**src/rtl/sha1_pkg.sv**
```systemverilog
`timescale 1ns / 1ps
// Shared types, constants and helpers for the SHA-1 stream hasher.
// No dependencies; used by every module in rtl/.
package sha1_pkg;

	localparam int WordW  = 32;
	localparam int Rounds = 80;
	localparam int BlkCntW = 55;

	localparam logic [WordW-1:0] K0 = 32'h5A827999;
	localparam logic [WordW-1:0] K1 = 32'h6ED9EBA1;
	localparam logic [WordW-1:0] K2 = 32'h8F1BBCDC;
	localparam logic [WordW-1:0] K3 = 32'hCA62C1D6;

	localparam logic [WordW-1:0] IV [5] = '{
		32'h67452301, 32'hEFCDAB89, 32'h98BADCFE, 32'h10325476, 32'hC3D2E1F0
	};

	localparam logic [7:0] PAD_BYTE = 8'h80;

	// input word kinds
	localparam logic CMD_ABSORB = 1'b0;
	localparam logic CMD_FINISH = 1'b1;

	// round groups
	typedef enum logic [1:0] {
		PH_CH,
		PH_PAR1,
		PH_MAJ,
		PH_PAR2
	} sha1_phase_t;

	typedef struct packed {
		logic [WordW-1:0] a;
		logic [WordW-1:0] b;
		logic [WordW-1:0] c;
		logic [WordW-1:0] d;
		logic [WordW-1:0] e;
	} sha1_work_t;

	// control from the sequencer to the message schedule
	typedef struct packed {
		logic       shift;
		logic       wr_byte;
		logic       pad;
		logic       len_wr;
		logic       zero_head;
		logic [5:0] pos;
		logic [7:0] byte_val;
	} sha1_sched_ctrl_t;

	function automatic logic [WordW-1:0] rotl(input logic [WordW-1:0] v, input int s);
		rotl = (v << s) | (v >> (WordW - s));
	endfunction

endpackage

```
**src/rtl/sha1_stream_hasher.sv**
```systemverilog
`timescale 1ns / 1ps
// Streaming SHA-1 hasher: one message byte per input word, a finish word
// emits the 160-bit digest as five 32-bit words, A first, word E flagged by m_tlast.
// The 64th byte of a block starts a compression: the round registers are loaded,
// the 80 rounds run through the single shared round unit and the result is folded
// into the chaining words, and s_tready is low throughout. A finish pads the block
// as it is accepted; with under 56 bytes pending it writes the length and runs one
// compression, with 56 or more it compresses the padded block and then a block of
// zeros and the length. It then moves the digest into the output buffer, once the
// previous digest has left. The digest leaves from its own buffer, so new message
// bytes are taken while it drains; a further finish waits for it.
// Depends on sha1_pkg, sha1_round and sha1_msg_sched.
module sha1_stream_hasher (
	input  logic        clk,
	input  logic        arst_n,
	input  logic        s_tvalid,
	output logic        s_tready,
	input  logic [7:0]  s_tdata,   // [7:0] data_byte
	input  logic        s_tuser,   // [0] cmd
	output logic        m_tvalid,
	input  logic        m_tready,
	output logic [31:0] m_tdata,   // [31:0] digest_word
	output logic [2:0]  m_tuser,   // [2:0] word_index
	output logic        m_tlast
);
	import sha1_pkg::*;

	typedef enum logic [2:0] {
		S_IDLE,
		S_LEN,
		S_INIT,
		S_ROUND,
		S_ADD,
		S_DONE
	} state_t;

	state_t               state_q;
	logic [5:0]           fill_q;
	logic [BlkCntW-1:0]   blk_q;
	logic [63:0]          len_q;
	logic                 fin_q;
	logic                 two_q;
	logic                 head_q;
	logic [6:0]           rnd_q;
	logic [WordW-1:0]     chain_q [5];
	sha1_work_t           work_q;
	sha1_work_t           work_nxt;
	logic [WordW-1:0]     dig_q [5];
	logic [2:0]           idx_q;
	logic                 ovalid_q;
	logic [31:0]          wt;
	sha1_sched_ctrl_t     sctrl;
	logic                 in_acc;
	logic                 out_acc;

	assign s_tready = (state_q == S_IDLE);
	assign in_acc   = s_tvalid && s_tready;
	assign out_acc  = m_tvalid && m_tready;
	assign m_tvalid = ovalid_q;
	assign m_tdata  = dig_q[0];
	assign m_tuser  = idx_q;
	assign m_tlast  = (idx_q == 3'd4);

	always_comb begin
		sctrl           = '0;
		sctrl.pos       = fill_q;
		sctrl.byte_val  = s_tdata;
		sctrl.zero_head = head_q;
		sctrl.wr_byte   = in_acc && (s_tuser == CMD_ABSORB);
		sctrl.pad       = in_acc && (s_tuser == CMD_FINISH);
		sctrl.len_wr    = (state_q == S_LEN);
		sctrl.shift     = (state_q == S_ROUND);
	end

	sha1_msg_sched u_sched (
		.clk  (clk),
		.ctrl (sctrl),
		.len  (len_q),
		.wt   (wt)
	);

	sha1_round u_round (
		.work (work_q),
		.wt   (wt),
		.rnd  (rnd_q),
		.nxt  (work_nxt)
	);

	always_ff @(posedge clk or negedge arst_n) begin
		if (!arst_n) begin
			state_q  <= S_IDLE;
			fill_q   <= '0;
			blk_q    <= '0;
			fin_q    <= 1'b0;
			two_q    <= 1'b0;
			head_q   <= 1'b0;
			rnd_q    <= '0;
			chain_q  <= IV;
			idx_q    <= '0;
			ovalid_q <= 1'b0;
		end else begin
			// drain the digest buffer one word per handshake
			if (out_acc) begin
				for (int i = 0; i < 4; i++) begin
					dig_q[i] <= dig_q[i+1];
				end
				idx_q <= idx_q + 3'd1;
				if (idx_q == 3'd4) begin
					ovalid_q <= 1'b0;
				end
			end
			unique case (state_q)
				S_IDLE: begin
					if (in_acc) begin
						if (s_tuser == CMD_ABSORB) begin
							fill_q <= fill_q + 6'd1;
							if (fill_q == 6'd63) begin
								state_q <= S_INIT;
							end
						end else begin
							len_q  <= {blk_q, fill_q, 3'b000};
							fin_q  <= 1'b1;
							head_q <= 1'b0;
							if (fill_q >= 6'd56) begin
								two_q   <= 1'b1;
								state_q <= S_INIT;
							end else begin
								state_q <= S_LEN;
							end
						end
					end
				end
				S_LEN: begin
					state_q <= S_INIT;
				end
				S_INIT: begin
					work_q <= '{a: chain_q[0], b: chain_q[1], c: chain_q[2],
						d: chain_q[3], e: chain_q[4]};
					rnd_q   <= '0;
					state_q <= S_ROUND;
				end
				S_ROUND: begin
					work_q <= work_nxt;
					rnd_q  <= rnd_q + 7'd1;
					if (rnd_q == 7'(Rounds - 1)) begin
						state_q <= S_ADD;
					end
				end
				S_ADD: begin
					chain_q[0] <= chain_q[0] + work_q.a;
					chain_q[1] <= chain_q[1] + work_q.b;
					chain_q[2] <= chain_q[2] + work_q.c;
					chain_q[3] <= chain_q[3] + work_q.d;
					chain_q[4] <= chain_q[4] + work_q.e;
					blk_q      <= blk_q + BlkCntW'(1);
					if (!fin_q) begin
						fill_q  <= '0;
						state_q <= S_IDLE;
					end else if (two_q) begin
						// second block: zeros and the length
						two_q   <= 1'b0;
						head_q  <= 1'b1;
						state_q <= S_LEN;
					end else begin
						state_q <= S_DONE;
					end
				end
				S_DONE: begin
					// hold until the previous digest has left
					if (!ovalid_q) begin
						dig_q    <= chain_q;
						idx_q    <= '0;
						ovalid_q <= 1'b1;
						chain_q  <= IV;
						blk_q    <= '0;
						fill_q   <= '0;
						fin_q    <= 1'b0;
						state_q  <= S_IDLE;
					end
				end
				default: begin
					state_q <= S_IDLE;
				end
			endcase
		end
	end

`ifndef SYNTH
	a_idx_range: assert property (@(posedge clk) disable iff (!arst_n)
		ovalid_q |-> (idx_q <= 3'd4))
		else $error("digest word index out of range");

	a_last_drops: assert property (@(posedge clk) disable iff (!arst_n)
		(out_acc && m_tlast) |=> !m_tvalid)
		else $error("digest output still valid after word E");

	a_rnd_range: assert property (@(posedge clk) disable iff (!arst_n)
		(state_q == S_ROUND) |-> (rnd_q < 7'(Rounds)))
		else $error("round counter overrun");

	a_fill_clear: assert property (@(posedge clk) disable iff (!arst_n)
		(state_q == S_ADD && !fin_q) |=> (fill_q == 6'd0 && state_q == S_IDLE))
		else $error("byte fill not cleared after block compression");

	a_no_overwrite: assert property (@(posedge clk) disable iff (!arst_n)
		(state_q == S_DONE && ovalid_q) |=> (state_q == S_DONE))
		else $error("digest buffer overwritten while draining");
`endif

endmodule

```
**src/rtl/sha1_round.sv**
```systemverilog
`timescale 1ns / 1ps
// One SHA-1 round: boolean function, constant select and five-term add.
// Depends on sha1_pkg.
module sha1_round (
	input  sha1_pkg::sha1_work_t work,
	input  logic [31:0]          wt,
	input  logic [6:0]           rnd,
	output sha1_pkg::sha1_work_t nxt
);
	import sha1_pkg::*;

	sha1_phase_t      phase;
	logic [WordW-1:0] f;
	logic [WordW-1:0] kc;

	always_comb begin
		if (rnd < 7'd20) begin
			phase = PH_CH;
		end else if (rnd < 7'd40) begin
			phase = PH_PAR1;
		end else if (rnd < 7'd60) begin
			phase = PH_MAJ;
		end else begin
			phase = PH_PAR2;
		end
	end

	always_comb begin
		unique case (phase)
			PH_CH: begin
				f  = (work.b & work.c) | (~work.b & work.d);
				kc = K0;
			end
			PH_PAR1: begin
				f  = work.b ^ work.c ^ work.d;
				kc = K1;
			end
			PH_MAJ: begin
				f  = (work.b & work.c) | (work.b & work.d) | (work.c & work.d);
				kc = K2;
			end
			default: begin
				f  = work.b ^ work.c ^ work.d;
				kc = K3;
			end
		endcase
	end

	always_comb begin
		nxt.a = rotl(work.a, 5) + f + work.e + kc + wt;
		nxt.b = work.a;
		nxt.c = rotl(work.b, 30);
		nxt.d = work.c;
		nxt.e = work.d;
	end

endmodule

```
**src/rtl/sha1_msg_sched.sv**
```systemverilog
`timescale 1ns / 1ps
// Message block buffer and 16-word schedule window for the SHA-1 rounds.
// Depends on sha1_pkg.
module sha1_msg_sched (
	input  logic                       clk,
	input  sha1_pkg::sha1_sched_ctrl_t ctrl,
	input  logic [63:0]                len,
	output logic [31:0]                wt
);
	import sha1_pkg::*;

	logic [WordW-1:0] win_q [16];
	logic [WordW-1:0] win_d [16];
	logic [4:0]       sh;

	assign sh = {~ctrl.pos[1:0], 3'b000};
	assign wt = win_q[0];

	always_comb begin
		win_d = win_q;
		if (ctrl.shift) begin
			// advance the window; the new word enters at the top
			for (int i = 0; i < 15; i++) begin
				win_d[i] = win_q[i+1];
			end
			win_d[15] = rotl(win_q[13] ^ win_q[8] ^ win_q[2] ^ win_q[0], 1);
		end else if (ctrl.wr_byte) begin
			win_d[ctrl.pos[5:2]][sh +: 8] = ctrl.byte_val;
		end else if (ctrl.pad) begin
			for (int i = 0; i < 16; i++) begin
				for (int j = 0; j < 4; j++) begin
					if ({i[3:0], j[1:0]} == ctrl.pos) begin
						win_d[i][(3-j)*8 +: 8] = PAD_BYTE;
					end else if ({i[3:0], j[1:0]} > ctrl.pos) begin
						win_d[i][(3-j)*8 +: 8] = 8'h00;
					end
				end
			end
		end
		if (ctrl.len_wr) begin
			if (ctrl.zero_head) begin
				for (int i = 0; i < 14; i++) begin
					win_d[i] = '0;
				end
			end
			win_d[14] = len[63:32];
			win_d[15] = len[31:0];
		end
	end

	always_ff @(posedge clk) begin
		win_q <= win_d;
	end

endmodule
```
**config.mk**
```make
export PLATFORM = sky130hd
export DESIGN_NAME = sha1_stream_hasher
export DESIGN_NICKNAME = d
export VERILOG_FILES = /design/src/rtl/sha1_pkg.sv /design/src/rtl/sha1_stream_hasher.sv /design/src/rtl/sha1_round.sv /design/src/rtl/sha1_msg_sched.sv
export SDC_FILE = /design/constraint.sdc
export NUM_CORES = 2
export LEC_CHECK = 0
export BUFFER_PORTS_ARGS = -buffer_cell sky130_fd_sc_hd__buf_2
export CORE_UTILIZATION = 30
export DETAILED_ROUTE_END_ITERATION = 8
export PLACE_DENSITY = 0.54
export SYNTH_ARGS = -nofsm -noshare
export SYNTH_HDL_FRONTEND = slang
export SYNTH_SLANG_ARGS = --single-unit
```
**constraint.sdc**
```tcl
create_clock -name clk -period 10.5 [get_ports clk]
set_input_delay 1.575 -clock clk [delete_from_list [all_inputs] [get_ports clk]]
set_output_delay 1.575 -clock clk [all_outputs]
set_load 0.02 [all_outputs]
```
==> reports/qor.yml <==
outcome: "complete, no violations"
finalSetupViolations: 0
numCtsBuffers: 130
die_area_mm2: 0.2144
finClkSkew_ns: 0.03653
drtAntennaViolNets: 0
synth_seq_cells: 1131
coreArea_mm2: 0.2104
synth_cells: 6936
drt_iter0_drc: 5534
rrSetupSlack_ns: 4.09
hold_viol: 0
nets: 7055
critPathArrivalTime_ns: 6.93
crit_start: "rnd_q[5]$_DFFE_PN0N_"
ios: 51
grt_use_total: 0.2021
seq_area_frac_synth: 0.4452
start_util: 0.3030
cp-endpoint: "work_q[156]$_DFFE_PP_"
synth_edf_count: 445
fin_util: 0.3361
wl_per_cell_um: 23.25
hold_path_depth: 2
cts_sinks: 1131
synth_top_area_frac: 0.2096
drv_slew: 0
period_share: 0.6106
crit_type: "reg2reg"
maxSlewHeadroom: 0.1118
grt_overflow_total: 0
rows: 168
ys_async_sr_fraction: 0.2104
syn_to_final_growth_pct: 10.89
rsz0062_at_grt: "false"
vias: 54000
viasPerCell: 5.611
critPathMaxFanout: 66
powerDensity_mw_per_mm2: 207.4
cts_max_path_buffers: 3
ir_drop_mv: 0.1907
cts_tree: "built"
synth_area_per_cell_um2: 9.193
synthDistinctLibCells: 110
synth_fp_nets: 7281
place_congestion: 0.9271
grt_pass1_wl_mm: 335.3
drive_above_1_share: 0.07569
power.leakage_nw: 27.14
ctsHoldBuffers: 0
netlist_area_mm2: 0.06376
reg2reg_depth: 23
cp-start-kind: "register"
layout_min_cycle_time_ns: 6.412
path_clk_slew_ns: 0.07
synthTopCellsByArea: "edfxtp_1 (21%), dfxtp_1 (14%), dfrtp_1 (6.2%), nand2_1 (4.8%), a221oi_1 (4.7%)"
max_freq_ghz: 0.1560
h-tree-depth: 4
final_common_cell: "nand2_1"
yosysTopAreaCell: "edfxtp_1"
firstDrtPassIters: 6
drc: 0
synth-main-ff-cell: "dfxtp_1"
routed_wl_mm: 223.8
first_global_vias: 51220
yosys_warnings: 0
crit_path_end_kind: "register"
cts_root_buffer: "clkbuf_16"
hold_class: "reg2reg"
max-cap-violations: 0
postCtsResizedCells: 0
cts_setup_buffers: 0
r2r_end: "work_q[156]$_DFFE_PP_"
grt_max_degree: 229
fin_setup_tns_ns: 0
p_total_w: 0.01466
place_hpwl_mm: 154.2
antenna_found_initial: 1
mostFrequentLayoutCells: "nand2_1 (810), nor2_1 (741), o21ai_0 (588)"
crit_required_ns: 11.02
tightest_slew_ns: 1.318
dieWidth_um: 463.0
clk_latency_ns: 0.82
reg2reg_from: "rnd_q[5]$_DFFE_PN0N_"
io_buffer_count: 50
die_height_um: 463.0
## report_power, final
group,internal [W],total (W),switching (W)
Combinational,0.00188,0.00452,0.00264
Clock,0.00275,0.00474,0.00200
Sequential,0.00510,0.00540,0.000300
## how the worst min path moves through the flow
stage | end | slack (ns) | start
3_5_place_dp | u_sched.win_q[231]$_DFF_P_ | 0.45 | u_sched.win_q[199]$_DFF_P_
5_1_grt | u_sched.win_q[175]$_DFF_P_ | 0.47 | u_sched.win_q[143]$_DFF_P_
2_1_floorplan | len_q[5]$_DFFE_PP_ | 0.42 | fill_q[2]$_DFFE_PN0P_
4_1_cts | u_sched.win_q[327]$_DFF_P_ | 0.46 | u_sched.win_q[327]$_DFF_P_
3_3_place_gp | u_sched.win_q[327]$_DFF_P_ | 0.44 | u_sched.win_q[327]$_DFF_P_
6_report | u_sched.win_q[231]$_DFF_P_ | 0.46 | u_sched.win_q[199]$_DFF_P_
## through the flow
step / instances / hold slack (ns) / area, um2 / worst slack [ns]
2_1_floorplan: 6936 / 0.4196 / 63760 / 1.574
3_3_place_gp: 9383 / 0.4400 / 66340 / 4.208
3_5_place_dp: 9383 / 0.4480 / 66340 / 4.102
4_1_cts: 9622 / 0.4569 / 70700 / 4.046
5_1_grt: 9623 / 0.4652 / 70710 / 3.551
6_report: 9624 / 0.4579 / 70710 / 4.088
## synthesized netlist by cell type (all sizes together), types with 23 or more instances
cell type / instances
nand2: 815
nor2: 755
o21ai: 623
dfxtp: 448
edfxtp: 445
nor3: 422
clkbuf: 405
a21oi: 353
a221oi: 348
inv: 267
ha: 207
mux2i: 166
xnor2: 160
dfrtp: 158
xor2: 138
fa: 125
buf: 87
a21o: 82
dfstp: 80
nand3: 76
and3: 69
a211oi: 57
a22oi: 48
o22ai: 46
and2: 44
nor2b: 36
a31oi: 35
nand2b: 35
o21a: 33
o31ai: 31
or3: 27
a311oi: 26
a32oi: 23
o211ai: 23
## final cells by class
| type | count | area (um2) |
|---|---|---|
| timing repair buffer | 134 | 965.9 |
| clock buffer | 192 | 3795 |
| clock inverter | 47 | 569.3 |
| fill | 21500 | 139700 |
| multi-input combinational | 5044 | 32470 |
| inverter | 269 | 1010 |
| tap | 2805 | 3510 |
| sequential | 1131 | 28390 |
| antenna | 2 | 5.005 |
## routing by layer
| metal | GRT usage | up-vias | share of wire |
|---|---|---|---|
| li1 | - | 24650 | - |
| met1 | 0.2853 | 26860 | 0.45 |
| met2 | 0.3096 | 2116 | 0.44 |
| met3 | 0.02923 | 381 | 0.067 |
| met4 | 0.07868 | 0 | 0.038 |
| met5 | 0 | - | 0 |
## registers in the layout (all words and copies together), names as in the netlist
| name | flops |
|---|---|
| u_sched.win_q | 480 |
| chain_q | 160 |
| work_q | 160 |
| dig_q | 128 |
| len_q | 61 |
| blk_q | 55 |
| m_tdata | 32 |
| u_sched.wt | 32 |
| rnd_q | 7 |
| fill_q | 6 |
| m_tuser | 3 |
| state_q | 3 |
| fin_q | 1 |
| head_q | 1 |
| m_tvalid | 1 |
| two_q | 1 |
## worst max-delay path, stage by stage, from the launching register on
cell and delay, ns:
dfrtp_1 0.48, inv_1 0.10, maj3_1 0.39, a221o_2 0.39
buf_4 0.33, inv_1 0.26, ha_1 0.36, inv_1 0.09
buf_4 0.24, o21ai_0 0.22, nor2_1 0.06, a21oi_1 0.18
fa_1 0.47, ha_1 0.34, a211oi_2 0.27, o211ai_1 0.19
a41oi_2 0.31, o221ai_2 0.25, a2111oi_4 0.45, o311ai_1 0.16
o21a_1 0.13, a21oi_1 0.16, xor2_1 0.18, o21ai_1 0.07
## kinds of logic after synthesis
group,count (synthesis),share of synthesized area
buffers and inverters,761,0.04707
xor gates and xnor gates,298,0.04093
DFF,1131,0.4452
AOI/OAI and AO/OA,1888,0.1967
muxes,178,0.02824
and+or+nand+nor,2347,0.1618
adders and majority gates,333,0.08002
(Power assumes the default switching activity.)
